===== src/design/nep_pkg.sv =====
package nep_pkg;

    // result kinds
    localparam logic [1:0] KIND_ENTRY     = 2'd0;
    localparam logic [1:0] KIND_END       = 2'd1;
    localparam logic [1:0] KIND_TRUNCATED = 2'd2;
    localparam logic [1:0] KIND_NO_ROOM   = 2'd3;

    // bundle types and entry sizes
    localparam logic [7:0] TYPE_NULL    = 8'h00;
    localparam logic [7:0] TYPE_MOVABLE = 8'hFF;
    localparam logic [2:0] SIZE_FIXED   = 3'd3;
    localparam logic [2:0] SIZE_MOVABLE = 3'd6;

    // default depth of the queue between front and back
    localparam int QUEUE_DEPTH_DEF = 4;

    // parser phase
    typedef enum logic [1:0] {
        PH_COUNT = 2'd0,
        PH_TYPE  = 2'd1,
        PH_ENTRY = 2'd2
    } phase_t;

    // one queued word: a first result and whether a termination follows it
    typedef struct packed {
        logic [1:0]  kind;
        logic [15:0] ordinal;
        logic [7:0]  segment;
        logic [15:0] offset;
        logic        two;
    } q_word_t;

endpackage


===== src/design/nep_front.sv =====
module nep_front
    import nep_pkg::*;
(
    input  logic        clk,
    input  logic        rst_n,
    input  logic        in_fire,
    input  logic [7:0]  data_byte,
    input  logic [15:0] table_size,
    output logic        push,
    output q_word_t     push_word
);

    phase_t      phase_reg, phase_next;
    logic [15:0] pos_reg, pos_next;
    logic [7:0]  rem_reg, rem_next;
    logic [7:0]  type_reg, type_next;
    logic [15:0] ord_reg, ord_next;
    logic [2:0]  idx_reg, idx_next;
    logic [7:0]  seg_reg, seg_next;
    logic [7:0]  offlo_reg, offlo_next;
    logic        finished_reg, finished_next;

    logic        step;
    logic [15:0] pos_inc;
    logic        room_now;
    logic        room_after;
    logic [9:0]  rem3;
    logic [10:0] span;
    logic        trunc;
    logic [2:0]  idx_inc;
    logic        entry_done;
    logic        finish_first;
    logic        tail_term;
    logic        r_valid;
    logic [1:0]  r_kind;
    logic [15:0] r_off;

    assign step     = in_fire && !finished_reg;
    assign pos_inc  = pos_reg + 16'd1;
    assign room_now = ({1'b0, pos_reg} + 17'd2) <= {1'b0, table_size};

    // span of the bundle being checked, count times 3 or 6
    assign rem3  = {2'b00, rem_reg} + {1'b0, rem_reg, 1'b0};
    assign span  = (data_byte == TYPE_MOVABLE) ? {rem3, 1'b0} : {1'b0, rem3};
    assign trunc = ({1'b0, pos_inc} + {6'd0, span}) > {1'b0, table_size};

    assign idx_inc    = idx_reg + 3'd1;
    assign entry_done = (type_reg == TYPE_MOVABLE) ? (idx_inc >= SIZE_MOVABLE)
                                                   : (idx_inc >= SIZE_FIXED);

    // next phase
    always_comb
    begin
        phase_next = phase_reg;
        if (step)
        begin
            unique case (phase_reg)
                PH_TYPE:
                begin
                    if (data_byte == TYPE_NULL)
                        phase_next = PH_COUNT;
                    else if (!trunc)
                        phase_next = PH_ENTRY;
                end
                PH_ENTRY:
                begin
                    if (entry_done && (rem_reg == 8'd1))
                        phase_next = PH_COUNT;
                end
                default:
                begin
                    if (room_now && (data_byte != 8'd0))
                        phase_next = PH_TYPE;
                    else
                        phase_next = PH_COUNT;
                end
            endcase
        end
    end

    // datapath and first result
    always_comb
    begin
        pos_next     = pos_reg;
        rem_next     = rem_reg;
        type_next    = type_reg;
        ord_next     = ord_reg;
        idx_next     = idx_reg;
        seg_next     = seg_reg;
        offlo_next   = offlo_reg;
        finish_first = 1'b0;
        r_valid      = 1'b0;
        r_kind       = KIND_ENTRY;
        r_off        = 16'd0;
        if (step)
        begin
            unique case (phase_reg)
                PH_TYPE:
                begin
                    pos_next  = pos_inc;
                    type_next = data_byte;
                    if (data_byte == TYPE_NULL)
                        ord_next = ord_reg + {8'd0, rem_reg};
                    else if (trunc)
                    begin
                        r_valid      = 1'b1;
                        r_kind       = KIND_TRUNCATED;
                        finish_first = 1'b1;
                    end
                    else
                        idx_next = 3'd0;
                end
                PH_ENTRY:
                begin
                    pos_next = pos_inc;
                    if (type_reg == TYPE_MOVABLE)
                    begin
                        if (idx_reg == 3'd3)
                            seg_next = (data_byte != 8'd0) ? data_byte - 8'd1 : 8'd0;
                        else if (idx_reg == 3'd4)
                            offlo_next = data_byte;
                    end
                    else
                    begin
                        seg_next = type_reg - 8'd1;
                        if (idx_reg == 3'd1)
                            offlo_next = data_byte;
                    end
                    if (entry_done)
                    begin
                        r_valid  = 1'b1;
                        r_kind   = KIND_ENTRY;
                        r_off    = {data_byte, offlo_next};
                        ord_next = ord_reg + 16'd1;
                        idx_next = 3'd0;
                        rem_next = rem_reg - 8'd1;
                    end
                    else
                        idx_next = idx_inc;
                end
                default:
                begin
                    if (!room_now)
                    begin
                        r_valid      = 1'b1;
                        r_kind       = KIND_NO_ROOM;
                        finish_first = 1'b1;
                    end
                    else if (data_byte == 8'd0)
                    begin
                        pos_next     = pos_inc;
                        r_valid      = 1'b1;
                        r_kind       = KIND_END;
                        finish_first = 1'b1;
                    end
                    else
                    begin
                        pos_next = pos_inc;
                        rem_next = data_byte;
                    end
                end
            endcase
        end
    end

    // termination when too few bytes remain for the next header
    assign room_after    = ({1'b0, pos_next} + 17'd2) <= {1'b0, table_size};
    assign tail_term     = step && !finish_first && (phase_next == PH_COUNT) && !room_after;
    assign finished_next = finished_reg || finish_first || tail_term;

    // word to the queue
    assign push = r_valid || tail_term;
    always_comb
    begin
        push_word = '0;
        if (r_valid)
        begin
            push_word.kind = r_kind;
            push_word.two  = tail_term;
            if (r_kind == KIND_ENTRY)
            begin
                push_word.ordinal = ord_reg;
                push_word.segment = seg_next;
                push_word.offset  = r_off;
            end
        end
        else
            push_word.kind = KIND_NO_ROOM;
    end

    // parser state
    always_ff @(posedge clk or negedge rst_n)
    begin
        if (!rst_n)
        begin
            phase_reg    <= PH_COUNT;
            pos_reg      <= 16'd0;
            rem_reg      <= 8'd0;
            type_reg     <= 8'd0;
            ord_reg      <= 16'd1;
            idx_reg      <= 3'd0;
            seg_reg      <= 8'd0;
            offlo_reg    <= 8'd0;
            finished_reg <= 1'b0;
        end
        else
        begin
            phase_reg    <= phase_next;
            pos_reg      <= pos_next;
            rem_reg      <= rem_next;
            type_reg     <= type_next;
            ord_reg      <= ord_next;
            idx_reg      <= idx_next;
            seg_reg      <= seg_next;
            offlo_reg    <= offlo_next;
            finished_reg <= finished_next;
        end
    end

endmodule


===== src/design/nep_queue.sv =====
module nep_queue
    import nep_pkg::*;
#(
    parameter int DEPTH = QUEUE_DEPTH_DEF
)
(
    input  logic    clk,
    input  logic    rst_n,
    input  logic    push,
    input  q_word_t push_word,
    input  logic    pop,
    output logic    full,
    output logic    q_valid,
    output q_word_t q_word
);

    localparam int PTR_W = (DEPTH > 1) ? $clog2(DEPTH) : 1;
    localparam int CNT_W = $clog2(DEPTH + 1);

    q_word_t            mem [DEPTH];
    logic [PTR_W-1:0]   wr_ptr_reg, wr_ptr_next;
    logic [PTR_W-1:0]   rd_ptr_reg, rd_ptr_next;
    logic [CNT_W-1:0]   count_reg, count_next;
    logic               do_pop;

    assign full    = (count_reg == CNT_W'(DEPTH));
    assign q_valid = (count_reg != '0);
    assign q_word  = mem[rd_ptr_reg];
    assign do_pop  = pop && q_valid;

    // pointer and fill count update
    always_comb
    begin
        wr_ptr_next = wr_ptr_reg;
        rd_ptr_next = rd_ptr_reg;
        count_next  = count_reg;
        if (push)
            wr_ptr_next = (wr_ptr_reg == PTR_W'(DEPTH - 1)) ? '0 : wr_ptr_reg + PTR_W'(1);
        if (do_pop)
            rd_ptr_next = (rd_ptr_reg == PTR_W'(DEPTH - 1)) ? '0 : rd_ptr_reg + PTR_W'(1);
        if (push && !do_pop)
            count_next = count_reg + CNT_W'(1);
        else if (!push && do_pop)
            count_next = count_reg - CNT_W'(1);
    end

    always_ff @(posedge clk or negedge rst_n)
    begin
        if (!rst_n)
        begin
            wr_ptr_reg <= '0;
            rd_ptr_reg <= '0;
            count_reg  <= '0;
        end
        else
        begin
            wr_ptr_reg <= wr_ptr_next;
            rd_ptr_reg <= rd_ptr_next;
            count_reg  <= count_next;
        end
    end

    // storage
    always_ff @(posedge clk)
    begin
        if (push)
            mem[wr_ptr_reg] <= push_word;
    end

endmodule


===== src/design/nep_back.sv =====
module nep_back
    import nep_pkg::*;
(
    input  logic        clk,
    input  logic        rst_n,
    input  logic        q_valid,
    input  q_word_t     q_word,
    output logic        pop,
    input  logic        out_stall,
    output logic        out_valid,
    output logic [1:0]  kind,
    output logic [15:0] entry_ordinal,
    output logic [7:0]  segment_index,
    output logic [15:0] entry_offset,
    output logic        last
);

    logic        valid_reg, valid_next;
    logic        pend_reg, pend_next;
    logic [1:0]  kind_reg, kind_next;
    logic [15:0] ord_reg, ord_next;
    logic [7:0]  seg_reg, seg_next;
    logic [15:0] off_reg, off_next;
    logic        last_reg, last_next;
    logic        free;

    assign free = !valid_reg || !out_stall;

    // load the output register: pending termination first, then the queue
    always_comb
    begin
        valid_next = valid_reg;
        pend_next  = pend_reg;
        kind_next  = kind_reg;
        ord_next   = ord_reg;
        seg_next   = seg_reg;
        off_next   = off_reg;
        last_next  = last_reg;
        pop        = 1'b0;
        if (free)
        begin
            if (pend_reg)
            begin
                valid_next = 1'b1;
                pend_next  = 1'b0;
                kind_next  = KIND_NO_ROOM;
                ord_next   = 16'd0;
                seg_next   = 8'd0;
                off_next   = 16'd0;
                last_next  = 1'b1;
            end
            else if (q_valid)
            begin
                pop        = 1'b1;
                valid_next = 1'b1;
                pend_next  = q_word.two;
                kind_next  = q_word.kind;
                ord_next   = q_word.ordinal;
                seg_next   = q_word.segment;
                off_next   = q_word.offset;
                last_next  = !q_word.two;
            end
            else
                valid_next = 1'b0;
        end
    end

    always_ff @(posedge clk or negedge rst_n)
    begin
        if (!rst_n)
        begin
            valid_reg <= 1'b0;
            pend_reg  <= 1'b0;
        end
        else
        begin
            valid_reg <= valid_next;
            pend_reg  <= pend_next;
        end
    end

    // output word
    always_ff @(posedge clk)
    begin
        kind_reg <= kind_next;
        ord_reg  <= ord_next;
        seg_reg  <= seg_next;
        off_reg  <= off_next;
        last_reg <= last_next;
    end

    assign out_valid     = valid_reg;
    assign kind          = kind_reg;
    assign entry_ordinal = ord_reg;
    assign segment_index = seg_reg;
    assign entry_offset  = off_reg;
    assign last          = last_reg;

endmodule


===== src/design/ne_entry_table_parser_unit.sv =====
// NE entry table parser: takes one table byte per cycle on the input channel and
// delivers export entries (ordinal, zero-based segment, offset) and one final
// termination word on the output channel. The front parser updates its
// position, bundle and ordinal counters in the cycle a byte is accepted, so the
// input sustains one byte per cycle; results leave through a queue of
// QUEUE_DEPTH words and an output register, one result per cycle while out_stall
// is low; an entry passes the queue and then the output register. Only the
// byte that ends the table can cause two results; the input stalls only while
// the queue is full. Write table_size while no table is in progress.
module ne_entry_table_parser_unit
    import nep_pkg::*;
#(
    parameter int QUEUE_DEPTH = QUEUE_DEPTH_DEF
)
(
    input  logic        clk,
    input  logic        rst_n,
    input  logic        cfg_we,
    input  logic [15:0] cfg_data,
    input  logic        in_valid,
    output logic        in_stall,
    input  logic [7:0]  data_byte,
    output logic        out_valid,
    input  logic        out_stall,
    output logic [1:0]  kind,
    output logic [15:0] entry_ordinal,
    output logic [7:0]  segment_index,
    output logic [15:0] entry_offset,
    output logic        last
);

    logic [15:0] table_size_reg;
    logic        in_fire;
    logic        push;
    q_word_t     push_word;
    logic        full;
    logic        q_valid;
    q_word_t     q_word;
    logic        pop;

    // size register
    always_ff @(posedge clk or negedge rst_n)
    begin
        if (!rst_n)
            table_size_reg <= 16'd0;
        else if (cfg_we)
            table_size_reg <= cfg_data;
    end

    assign in_stall = full;
    assign in_fire  = in_valid && !in_stall;

    nep_front u_front
    (
        .clk        (clk),
        .rst_n      (rst_n),
        .in_fire    (in_fire),
        .data_byte  (data_byte),
        .table_size (table_size_reg),
        .push       (push),
        .push_word  (push_word)
    );

    nep_queue #(
        .DEPTH (QUEUE_DEPTH)
    ) u_queue
    (
        .clk       (clk),
        .rst_n     (rst_n),
        .push      (push),
        .push_word (push_word),
        .pop       (pop),
        .full      (full),
        .q_valid   (q_valid),
        .q_word    (q_word)
    );

    nep_back u_back
    (
        .clk           (clk),
        .rst_n         (rst_n),
        .q_valid       (q_valid),
        .q_word        (q_word),
        .pop           (pop),
        .out_stall     (out_stall),
        .out_valid     (out_valid),
        .kind          (kind),
        .entry_ordinal (entry_ordinal),
        .segment_index (segment_index),
        .entry_offset  (entry_offset),
        .last          (last)
    );

endmodule


===== config.mk =====
export PLATFORM = sky130hd
export DESIGN_NAME = ne_entry_table_parser_unit
export DESIGN_NICKNAME = d
export VERILOG_FILES = /design/src/design/nep_pkg.sv /design/src/design/nep_front.sv /design/src/design/nep_queue.sv /design/src/design/nep_back.sv /design/src/design/ne_entry_table_parser_unit.sv
export SDC_FILE = /design/constraint.sdc
export NUM_CORES = 1
export LEC_CHECK = 0
export BUFFER_PORTS_ARGS = -buffer_cell sky130_fd_sc_hd__buf_2
export CAP_MARGIN = 25
export CELL_PAD_IN_SITES_DETAIL_PLACEMENT = 1
export CELL_PAD_IN_SITES_GLOBAL_PLACEMENT = 1
export CORE_ASPECT_RATIO = 0.5
export CORE_MARGIN = 1
export CORE_UTILIZATION = 56
export CTS_CLUSTER_DIAMETER = 60
export DETAILED_ROUTE_END_ITERATION = 8
export MAX_ROUTING_LAYER = met4
export PLACE_DENSITY_LB_ADDON = 0.3
export RECOVER_POWER = 100
export SYNTH_ARGS = -nofsm -noshare
export SYNTH_HDL_FRONTEND = slang
export SYNTH_HIERARCHICAL = 1
export SYNTH_SLANG_ARGS = --single-unit
export TNS_END_PERCENT = 30

===== constraint.sdc =====
create_clock -name clk -period 11.1 [get_ports clk]
set_input_delay 0.555 -clock clk [delete_from_list [all_inputs] [get_ports clk]]
set_output_delay 0.555 -clock clk [all_outputs]
set_load 0.02 [all_outputs]

# Word level (Yosys, flattened, before mapping)
# Memory sizes are Yosys's and may differ from the RTL's.
# Cells that the tools add are included.
[op_classes] addsub=15 magnitude_cmp=5 n_eq_ne=16 n_mux=69 n_bitwise=1 reduce_logical=39
[ops] cell="two-way mux 16 bit" count=10
[ops] cell="two-way mux 8 bit" count=13
[ops] cell="two-way mux 41 bit" count=1
[ops] cell="two-way mux 40 bit" count=1
[ops] cell="adder 16 x 2 -> 17 bit, second input constant" count=2
[ops] cell="<= comparator 17 x 16 -> 1 bit" count=2
[ops] cell="adder 16 x 1 -> 16 bit, second input constant" count=2
[ops] cell="case mux 16 bit (2 select lines)" count=1
[ops] cell="two-way mux 2 bit" count=12
[ops] cell="subtractor 8 x 1 -> 8 bit, second input constant" count=3
[ops] cell="two-way mux 1 bit" count=19
[ops] cell="adder 16 x 11 -> 17 bit" count=1
[ops] cell="greater-than comparator 17 x 16 -> 1 bit" count=1
[ops] cell="adder 16 x 8 -> 16 bit" count=1
[ops] cell="== test 8 bit, second input constant" count=2
[ops] cell="case mux 8 bit (2 select lines)" count=1
[ops] cell="two-way mux 3 bit" count=5
[ops] cell="two-way mux 11 bit" count=1
[ops] cell="adder 8 x 9 -> 10 bit" count=1
[ops] cell="logical AND 1 bit" count=10
[ops] cell="zero test 1 bit" count=9
[ops] cell="== test 8 x 1 -> 1 bit, second input constant" count=1
[ops] cell="zero test 8 bit" count=1
[ops] cell="case mux 2 bit (2 select lines)" count=2
[ops] cell="other kinds (24)" count=43
[totals] regBits=138 mem_bits_rw=172 inputBits=29 output_inout_bits=45 elab_cells=166 mem_count=1
[memory_table] name="u_queue.mem" depth=4 width=43 read_ports=1 rd_clocked_by_memory_dff=0 wr=1 line_no="nep_queue.sv:20" rtl="q_word_t mem [DEPTH];"

# Logic depth before layout (Yosys ltp)
# Gate-level depths: netlist (run 1).
[depth] depth_word=17 depth_mapped=35 mapped_depth_nobuf=34

# Hierarchy
# The synthesis (run 1) kept the hierarchy.
[modules_own_cells] module="nep_front" n_inst=1 cells_per_inst=904 area_each_um2=7578.5 seq_area_each_um2=1752.9
[modules_own_cells] module="nep_queue" n_inst=1 cells_per_inst=262 area_each_um2=6688.9 seq_area_each_um2=5340.1
[modules_own_cells] module="nep_back" n_inst=1 cells_per_inst=101 area_each_um2=1701.6 seq_area_each_um2=1341.3
[modules_own_cells] module="ne_entry_table_parser_unit" n_inst=1 cells_per_inst=35 area_each_um2=655.6 seq_area_each_um2=400.4

# Least setup slack after synthesis (run 1)
# Ideal clock, no wire load.
[synth_timing] kind="flip-flop to flip-flop" startpoint="register u_front.pos_reg[2]" endpoint="memory u_queue/mem[0][0] (netlist name) (enable)" setup_time_ns=0.405 arrival_ns=7.126 t_required_ns=10.695 path_slack_ns=3.569 stages_incl_launch_ff=30 path_buffers=2 period_less_slack_ns=7.531 cell_sequence="dfrtp_1 > ha_1 > clkbuf_1 > nand2_1 > nor4_2 > nand3_1 > xnor2_1 > ha_1 > nand3_1 > nor3_1 > a31oi_4 > o31a_2 > nor2_1 > clkbuf_1 > nand2_1 > xnor2_1 > ha_1 > nand3_1 > a211o_1 > a222oi_1 > nand3_1 > xnor2_1 > ha_1 > nand4_1 > or4_1 > o21ai_0 > a211oi_1 > a211oi_1 > o21ai_0 > and2_1"
[synth_lines] item="start: declaration" line_no="nep_front.sv:14" rtl="logic [15:0] pos_reg, pos_next;"
[synth_lines] item="start signal: assignment" line_no="nep_front.sv:209" rtl="pos_reg <= pos_next;"
[synth_lines] item="adder 16 x 2 -> 17 bit" line_no="nep_front.sv:40" rtl="assign room_now = ({1'b0, pos_reg} + 17'd2) <= {1'b0, table_size};"
[synth_lines] item="<= comparator 17 x 16 -> 1 bit" line_no="nep_front.sv:40"
[synth_lines] item="two-way mux 16 bit" line_no="nep_front.sv:143" rtl="if (!room_now)"
[synth_lines] item="two-way mux 16 bit" line_no="nep_front.sv:97" rtl="unique case (phase_reg)"
[synth_lines] item="two-way mux 16 bit *" line_no="nep_front.sv:95" rtl="if (step)"
[synth_lines] item="named net u_front.pos_next[2]" line_no="nep_front.sv:14"
[synth_lines] item="adder 16 x 2 -> 17 bit *" line_no="nep_front.sv:167" rtl="assign room_after = ({1'b0, pos_next} + 17'd2) <= {1'b0, table_size};"
[synth_lines] item="<= comparator 17 x 16 -> 1 bit *" line_no="nep_front.sv:167"
[synth_lines] item="zero test 1 bit *" line_no="nep_front.sv:168" rtl="assign tail_term = step && !finish_first && (phase_next == PH_COUNT) && !room_after;"
[synth_lines] item="logical AND 1 bit *" line_no="nep_front.sv:168"
[synth_lines] item="logical OR 1 bit *" line_no="nep_front.sv:172" rtl="assign push = r_valid || tail_term;"
[synth_lines] item="named net push" line_no="ne_entry_table_parser_unit.sv:34" rtl="logic push;"
[synth_lines] item="two-way mux 1 bit *" line_no="nep_queue.sv:66" rtl="if (push)"
[synth_lines] item="two-way mux 1 bit (implied by the code) *" line_no="nep_queue.sv:67" rtl="mem[wr_ptr_reg] <= push_word;"
[synth_lines] item="end: declaration" line_no="nep_queue.sv:20"
# Mark *: on every way through the listed nets, which the timed path passes. The rest lies on a longest branch.

# Worst setup path after layout (run 1)
[layout_timing] startpoint="register u_front.pos_reg[2]" endpoint="memory u_queue/mem[1][33] (netlist name) (enable)"
# Same word-level chain as after synthesis.

==> flow_summary.json, run 1 <==
{
  "finalSetupTns_ns": 0,
  "regToRegStartpoint": "u_front/pos_reg[2]",
  "yosys.area.top_type": "edfxtp_1",
  "post-dp-hpwl_um": 31300,
  "power_mw": 5.41,
  "gr-total-overflow": 0,
  "clock_path_buffers": 3,
  "max_stage_delay_ns": 0.78,
  "async_flop_share": 0.306,
  "netlist_instances": 1302,
  "fin_util": 0.622,
  "area_growth_pct": 8.81,
  "period_share": 0.870,
  "worstPathRequired_ns": 11.14,
  "min_delay_path_depth": 2,
  "crit_start": "u_front/pos_reg[2]",
  "drv_cap": 7,
  "comb_power_share": 0.472,
  "end_kind": "flip-flop",
  "rows": 44,
  "hold_viol_final": 0,
  "ctsHoldBuffers": 1,
  "wl_per_cell_um": 27.7,
  "nets": 1504,
  "relSlewSlack": -1.57,
  "intPower_mw": 3.17,
  "hold_path_class": "input port to flip-flop",
  "pwr_density_cell_nw_per_um2": 299,
  "die_w_um": 246,
  "cts_resized": 0,
  "ff2ff_setup_slack_ns": 1.44,
  "antenna_found_initial": 0,
  "viasPerCell": 6.41,
  "io_buffers": 73,
  "cts_htree_levels": 1,
  "synth.area.top_cells": "edfxtp_1, dfrtp_1, ha_1, mux4_2, xnor2_1",
  "ys_ff_latch": 310,
  "drt_first_iter_violations": 968,
  "grt_pass1_wl_um": 73700,
  "drive_gt1_frac": 0.125,
  "fin_cells": 1778,
  "drv_slew": 234,
  "die-area_um2": 30400,
  "firstDrtPassIters": 5,
  "multi_input_area_um2": 7120,
  "syn_area_um2": 16600,
  "die_h_um": 124,
  "finalWeightedCongestion": 0.898,
  "grt_max_degree": 65,
  "cts_buffers": 28,
  "fin_crit_ns": 9.66,
  "wirelength_um": 49300,
  "synth-edff-count": 215,
  "synth.most_common_cell": "edfxtp_1",
  "yosys-top-cells-count": "edfxtp_1, ha_1, dfrtp_1, nand2_1, nor2_1",
  "worstSetupPathType": "flip-flop to flip-flop",
  "status": "complete, but fails checks",
  "max_flop_register": "u_queue/mem",
  "tightest_slew_ns": 3.85,
  "worstPathArrival_ns": 9.69,
  "power_frac_clock": 0.200,
  "swShare": 0.414,
  "n_fill_cell": 2896,
  "violations": "max-capacitance violations, max-slew violations",
  "root_buffer": "clkbuf_16",
  "cts_tree": "built",
  "setup_viol": 0,
  "diodes": 0,
  "ff2ff_path_depth": 28,
  "largest_reg_flops": 172,
  "seq_area_um2": 8840,
  "io_pins": 74,
  "crit_fanout": 43,
  "fmax_ghz": 0.104,
  "grt_pass1_vias": 12000,
  "clk_pin_slew_ns": 0.08,
  "dominantRegCellSynth": "edfxtp_1",
  "yosysSeqAreaShare": 0.531,
  "start_util": 0.572,
  "vias": 11400,
  "power_leakage_nw": 7.09,
  "hold_end": "table_size_reg[11]",
  "coreArea_um2": 29100,
  "syn_area_per_cell_um2": 12.8,
  "clock-skew-final_ns": 0.0171,
  "synth_cell_type_count": 83,
  "drtAntennaViolNets": 0,
  "synth_nets": 1441,
  "rsz0062_at_grt": "no",
  "critPathLaunchType": "flip-flop",
  "synth.top_cell.area_share": 0.388,
  "hp-start": "cfg_data[11]",
  "clk-insertion-delay-late_ns": 0.59,
  "dpl.cell_count": 1725,
  "peakVddDrop_mv": 0.173,
  "worstReg2RegEnd": "u_queue/mem[1][33]",
  "post-cts-setup-buffers": 0,
  "critPathSlowestCell": "nor4_1",
  "drc_errors": 0,
  "grtUsageTotal": 0.337,
  "power_frac_seq": 0.327,
  "p_sw_mw": 2.24,
  "yosys_warnings": 6,
  "cts_sinks": 310
}
## cells by family after synthesis
kind of cell             share of synthesized area
AND/OR/NAND/NOR                              0.120
flip-flops                                   0.531
AO/OA/AOI/OAI                               0.0739
buffers and inverters                       0.0364
adder cells (fa/ha/maj)                     0.0846
multiplexers                                 0.102
XOR/XNOR                                    0.0511
## how the worst max path moves through the flow
stage | to | slack (ns) | cells after the start
6_report | u_queue/mem[1][33] | 1.44 | 28
5_1_grt | u_queue/mem[1][40] | 0.99 | 28
4_1_cts | u_queue/count_reg[1] | 2.20 | 30
3_5_place_dp | u_queue/count_reg[1] | 2.29 | 30
3_3_place_gp | u_queue/count_reg[1] | 2.85 | 30
2_1_floorplan | u_queue/mem[0][0] | 3.57 | 29
## placed cells by master, fill, tap and decap left out, types with 8 or more instances in the layout
cell,Yosys,layout
a21oi_1,44,45
and2_0,0,28
a21o_1,16,16
o31ai_1,8,10
dfrtp_1,94,92
mux2_2,33,32
clkbuf_16,0,28
ha_1,106,106
clkbuf_1,17,56
nor2_1,69,69
nor2b_1,48,48
nor3_1,19,19
xor2_1,44,44
nand2_1,72,73
mux4_2,38,38
and3_1,8,8
edfxtp_1,215,215
mux2i_1,19,19
buf_2,20,26
mux2_1,0,10
inv_1,67,67
o21ai_0,51,51
nand4_1,26,26
nor4_1,7,9
xnor2_1,53,53
nand3_1,35,35
o21bai_1,9,9
## layer usage
metal,vias up,GRT usage,part of all wire
met5,-,-,0
met2,529,0.590,0.51
met3,111,0.0485,0.064
li1,4906,-,-
met1,5859,0.412,0.39
met4,0,0.102,0.030
## final cells by class
class                   instances  share of cell area
well taps                     391              0.0270
multi-input cells             871               0.394
clock buffers                  36              0.0426
inverters                      68              0.0141
flip-flops and latches        310               0.489
clock inverters                16              0.0124
repair buffers                 86              0.0216
## per-stage QoR
step	worst slack [ns]	hold WS [ns]	area, µm²
final	1.44	0.197	18100
after global routing	0.986	0.192	18100
after CTS	2.20	0.191	18300
after detailed placement	2.29	0.471	17300
after global placement	2.85	0.452	17200
after floorplan	3.57	0.259	16600
## worst max-delay path: cells and delay by family (launching register included)
| family | cells | cell delay, ns |
|---|---|---|
| compound gates | 7 | 2.16 |
| xor+xnor | 3 | 0.56 |
| fa+ha+maj | 4 | 1.33 |
| buf+inv | 1 | 0.77 |
| flops | 1 | 0.52 |
| simple gates | 13 | 3.72 |
## power by group through the flow
stage          clock, mW  sequential, mW  combinational, mW
2_1_floorplan          0            1.77               1.77
3_3_place_gp           0            1.75               2.29
3_5_place_dp           0            1.76               2.49
4_1_cts             1.10            1.76               2.57
5_1_grt             1.13            1.79               2.76
6_report            1.08            1.77               2.55
Note: power is estimated with default switching activity, not from simulation.
==> run 2, diff against run 1 <==
CORE_MARGIN = 2   (was 1)
==> run 2 against run 1 <==
Net effect:
- combinational power barely moved
- power decreased by 2.6%
- clock skew is 0.010 ns higher
- count of clock-buffer cells in the layout down 4
- final cell count hardly changed
- critical path type unchanged
- first-iteration DRC count rose by 2.5%
- the run still ends with max-capacitance violations, max-slew violations left
- sequential share of layout area is 0.17 points higher
- sequential cell count unchanged
- final area shrank 0.35%
- wire length down 6.9%
- worst setup slack better by 0.31 ns
==> flow_summary.json, run 2 (same netlist as run 1, synthesis figures left out) <==
{
  "status": "complete, but fails checks",
  "violations": "max-capacitance violations, max-slew violations",
  "wl_per_cell_um": 25.8,
  "io_pins": 74,
  "drtAntennaViolNets": 0,
  "critPathLaunchType": "flip-flop",
  "area_growth_pct": 8.42,
  "largest_reg_flops": 172,
  "die_h_um": 126,
  "hold_viol_final": 0,
  "rows": 44,
  "drive_gt1_frac": 0.123,
  "end_kind": "flip-flop",
  "worstPathRequired_ns": 11.13,
  "grt_pass1_wl_um": 71300,
  "cts_htree_levels": 1,
  "post-dp-hpwl_um": 30200,
  "grt_pass1_vias": 12100,
  "grt_max_degree": 67,
  "worstSetupPathType": "flip-flop to flip-flop",
  "regToRegStartpoint": "u_front/pos_reg[2]",
  "layout_common_cells": "edfxtp_1, ha_1, dfrtp_1",
  "finalWeightedCongestion": 0.942,
  "root_buffer": "clkbuf_16",
  "cts_sinks": 310,
  "io_buffers": 73,
  "grtUsageTotal": 0.310,
  "clock-skew-final_ns": 0.0273,
  "power_mw": 5.27,
  "post-cts-setup-buffers": 0,
  "clock_path_buffers": 3,
  "crit_start": "u_front/pos_reg[2]",
  "power_leakage_nw": 7.04,
  "clk-insertion-delay-late_ns": 0.59,
  "hold_path_class": "input port to flip-flop",
  "peakVddDrop_mv": 0.184,
  "worstPathArrival_ns": 9.38,
  "finalSetupTns_ns": 0,
  "tightest_slew_ns": 4.02,
  "rsz0062_at_grt": "no",
  "firstDrtPassIters": 8,
  "ff2ff_setup_slack_ns": 1.76,
  "drt_first_iter_violations": 992,
  "critPathSlowestCell": "clkbuf_2",
  "viasPerCell": 6.28,
  "clk_pin_slew_ns": 0.08,
  "ctsHoldBuffers": 1,
  "start_util": 0.571,
  "fin_crit_ns": 9.34,
  "cts_tree": "built",
  "antenna_found_initial": 1,
  "relSlewSlack": -1.68,
  "vias": 11200,
  "drv_cap": 5,
  "die_w_um": 248,
  "cts_buffers": 28,
  "final_common_cell": "edfxtp_1",
  "cts_resized": 0,
  "crit_fanout": 43,
  "hp-start": "cfg_data[8]",
  "die-area_um2": 31200,
  "fmax_ghz": 0.107,
  "pwr_density_cell_nw_per_um2": 292,
  "max_stage_delay_ns": 0.73,
  "drc_errors": 0,
  "max_flop_register": "u_queue/mem",
  "period_share": 0.842,
  "coreArea_um2": 29100,
  "setup_viol": 0,
  "drv_slew": 235,
  "gr-total-overflow": 0,
  "wirelength_um": 45900,
  "nets": 1504
}
-- run 2: changes by cell type in the layout (fill, tap and decap cells not counted), sizes merged --
cell / before / now
bufinv: 4 / 2
clkinv: 9 / 16
diode: 0 / 1
buf: 29 / 28
inv: 70 / 69
clkbuf: 92 / 89
-- run 2: area by class of cell --
class	count	area, µm²
Antenna cell	1	2.50
Clock buffer	32	716
Clock inverter	20	206
Fill cell	2888	11100
Inverter	68	255
Multi-Input combinational cell	871	7140
Sequential cell	310	8840
Tap cell	391	489
Timing Repair Buffer	86	374
-- run 2: per-stage QoR --
stage                     cell area, µm²  setup slack (ns)   util  cells  hold slack [ns]
final                              18000              1.76  0.619   1779            0.184
after global routing               18000              1.20  0.619   1778            0.184
after CTS                          18200              2.41  0.624   1778            0.178
after detailed placement           17300              2.44  0.592   1725            0.483
after global placement             17300              3.00  0.592   1725            0.454
after floorplan                    16600              3.57      -   1302            0.259
-- run 2: path summary, 6_finish.rpt --
kind | endpoint | cells past startpoint
max | u_queue/mem[1][25] | 28
min | table_size_reg[8] | 2
max reg2reg | u_queue/mem[1][25] | 28
min reg2reg | u_front/ord_reg[15] | 1
max in group asynchronous | u_queue/rd_ptr_reg[0] | 3
min in group asynchronous | u_front/pos_reg[4] | 2
-- run 2: worst max-delay path: cells and delay by family (launching register included) --
| family | cells | cell delay [ns] |
|---|---|---|
| buf+inv | 1 | 0.73 |
| xor+xnor | 3 | 0.51 |
| simple gates | 13 | 3.14 |
| flops | 1 | 0.51 |
| compound gates | 7 | 2.48 |
| fa+ha+maj | 4 | 1.33 |
-- run 2: where the power goes --
part	total (mW)	leakage, nW	internal, mW	switching, mW
Clock	0.992	0.445	0.521	0.471
Sequential	1.74	3.18	1.55	0.196
Combinational	2.53	3.41	1.02	1.50
Total	5.27	7.04	3.09	2.17
-- run 2: per-layer routing --
layer | part of all wire | routed length [µm] | GRT usage
met5 | 0 | 0 | -
met4 | 0.039 | 1800 | 0.110
met3 | 0.061 | 2800 | 0.0445
met2 | 0.50 | 23000 | 0.527
met1 | 0.40 | 18300 | 0.383
==> run 3, diff against run 2 <==
ABC_AREA = 1   (was unset)
CORE_UTILIZATION = 44   (was 56)
clock period = 7.71 ns   (was 11.1 ns; I/O delays follow)
==> run 3 against run 2 <==
Net effect:
- the run still ends with max-capacitance violations, max-slew violations left
- sequential share of layout area down 3.2 points
- core utilization fell by 13 points
- clock skew decreased by 0.013 ns
- first-iteration DRC count down 27%
- critical path depth up 9
- via count increased by 17%
- non-clock buffer count is 18 higher
- global-route usage shrank 7.6 points
- synthesized cell count increased by 45%
- hold slack worse by 0.15 ns
- final cell count up 42%
- critical path type unchanged
- largest cell class unchanged
- largest power group is now registers
- highest routed layer unchanged
==> flow_summary.json, run 3 <==
{
  "clk_pin_slew_ns": 0.07,
  "critPathLaunchType": "flip-flop",
  "power_leakage_nw": 8.71,
  "max_stage_delay_ns": 0.50,
  "worstPathArrival_ns": 7.19,
  "cts_sinks": 310,
  "placedInstanceArea_um2": 18400,
  "nets": 2112,
  "gr-total-overflow": 0,
  "area_growth_pct": 9.14,
  "whs_ns": 0.0332,
  "drtAntennaViolNets": 0,
  "grtUsageTotal": 0.235,
  "cts_resized": 0,
  "finalSetupTns_ns": 0,
  "hold_viol_final": 0,
  "min_delay_path_depth": 3,
  "drv_cap": 5,
  "rsz0062_at_grt": "no",
  "hold_path_class": "input port to flip-flop",
  "syn_area_um2": 17700,
  "power_mw": 3.48,
  "clk-insertion-delay-late_ns": 0.59,
  "wl_per_cell_um": 18.4,
  "crit_fanout": 23,
  "fin_cells": 2528,
  "wirelength_um": 46600,
  "root_buffer": "clkbuf_16",
  "yosys-top-cells-count": "nand2_1, inv_1, edfxtp_1, nor2_1, ha_1",
  "io_pins": 74,
  "final_common_cell": "nand2_1",
  "synth.area.top_cells": "edfxtp_1, dfrtp_1, nand2_1, ha_1, inv_1",
  "period_share": 0.896,
  "post-dp-hpwl_um": 32800,
  "max_flop_register": "u_queue/mem",
  "violations": "max-capacitance violations, max-slew violations",
  "yosysSeqAreaShare": 0.500,
  "fmax_ghz": 0.145,
  "clock-skew-final_ns": 0.0140,
  "cp.depth": 37,
  "netlist_instances": 1891,
  "final_area_um2": 19300,
  "drc_errors": 0,
  "grt_max_degree": 93,
  "cts_buffers": 31,
  "post-cts-setup-buffers": 0,
  "fin_crit_ns": 6.91,
  "start_util": 0.450,
  "rows": 51,
  "firstDrtPassIters": 5,
  "peakVddDrop_mv": 0.152,
  "cts_htree_levels": 1,
  "cts_tree": "built",
  "coreArea_um2": 39200,
  "crit_buf_inv": 4,
  "layout_common_cells": "nand2_1, inv_1, edfxtp_1",
  "worst_path_most_repeated_cell": "nand2_1",
  "drt_first_iter_violations": 728,
  "dp_slack_ns": 0.913,
  "synth-edff-count": 215,
  "die-area_um2": 41900,
  "dominantRegCellSynth": "edfxtp_1",
  "yosys.area.top_type": "edfxtp_1",
  "finalWorstSetupSlack_ns": 0.805,
  "die_w_um": 287,
  "relSlewSlack": -1.01,
  "finalWeightedCongestion": 0.882,
  "synth.most_common_cell": "nand2_1",
  "grt_pass1_vias": 13800,
  "crit_family": "simple AND/OR/NAND/NOR gates",
  "pwr_density_cell_nw_per_um2": 181,
  "ff2ff_path_depth": 37,
  "worstPathRequired_ns": 7.99,
  "clock_path_buffers": 3,
  "diodes": 0,
  "end_kind": "flip-flop",
  "grt_pass1_wl_um": 75100,
  "n_fill_cell": 4573,
  "ys_ff_latch": 310,
  "vias": 13100,
  "synth_cell_type_count": 64,
  "status": "complete, but fails checks",
  "syn_area_per_cell_um2": 9.34,
  "synth.top_cell.area_share": 0.366,
  "io_buffers": 73,
  "largest_reg_flops": 172,
  "antenna_found_initial": 0,
  "worstSetupPathType": "flip-flop to flip-flop",
  "drv_slew": 211,
  "die_h_um": 146,
  "viasPerCell": 5.17,
  "async_flop_share": 0.306,
  "yosys_warnings": 6,
  "synth_nets": 2030,
  "dpl.cell_count": 2454,
  "setup_viol": 0,
  "tightest_slew_ns": 3.02,
  "fin_util": 0.491,
  "critPathSlowestCell": "inv_2",
  "drive_gt1_frac": 0.0686
}
[run 3: power by group]
group          leakage, nW  internal [mW]  switching (mW)  total [mW]
combinational         5.38         0.0382          0.0760       0.114
sequential            2.82           1.77         0.00476        1.78
clock                0.518          0.914           0.679        1.59
[run 3: worst paths after layout]
kind	start	endpoint	slack (ns)
min in group asynchronous	rst_n	table_size_reg[3]	1.33
max reg2reg	u_front/pos_reg[2]	u_queue/mem[2][4]	0.80
max	u_front/pos_reg[2]	u_queue/mem[2][4]	0.80
max in group asynchronous	rst_n	u_queue/rd_ptr_reg[0]	2.06
min reg2reg	table_size_reg[15]	table_size_reg[15]	0.47
min	cfg_data[7]	table_size_reg[7]	0.03
[run 3: logic make-up (layout without fill, tap and decap cells)]
logic type | after synthesis | in the layout | share of synthesized area
adder cells (fa/ha/maj) | 110 | 110 | 0.0796
AND/OR/NAND/NOR | 758 | 758 | 0.199
flip-flops | 310 | 310 | 0.500
multiplexers | 3 | 3 | 0.00170
XOR/XNOR | 73 | 73 | 0.0371
buffers and inverters | 364 | 471 | 0.0880
AO/OA/AOI/OAI | 273 | 273 | 0.0947
[run 3: worst reg2reg max path: cells and delay by family, from the launching register on]
kind                     cells  cell delay [ns]
flip-flops                   1             0.44
AO/OA/AOI/OAI                4             0.61
AND/OR/NAND/NOR             23             3.24
buffers and inverters        4             1.02
adder cells (fa/ha/maj)      4             0.99
XOR/XNOR                     2             0.26
[run 3: metal layers]
layer  up-vias  GRT usage  routed length, µm  part of all wire
met3        64     0.0276               1370             0.029
met1      6450      0.308              21600              0.46
met2       189      0.389              22600              0.48
met4         0     0.0555               1010             0.022
li1       6370          -                  -                 -
met5         -          -                  0                 0
[run 3: area by class of cell]
type                            count  area [µm²]  share of cell area
Sequential cell                   310        8840               0.459
Clock buffer                       36         795              0.0412
Tap cell                          530         663              0.0344
Inverter                          309        1170              0.0605
Clock inverter                     22         260              0.0135
Multi-Input combinational cell   1217        6990               0.362
Timing Repair Buffer              104         566              0.0293
[run 3: what timing repair did]
item	in CTS	in global routing
hold buffers	16	0
hold endpoints to repair	62	0
endpoints found under the setup margin	0	0
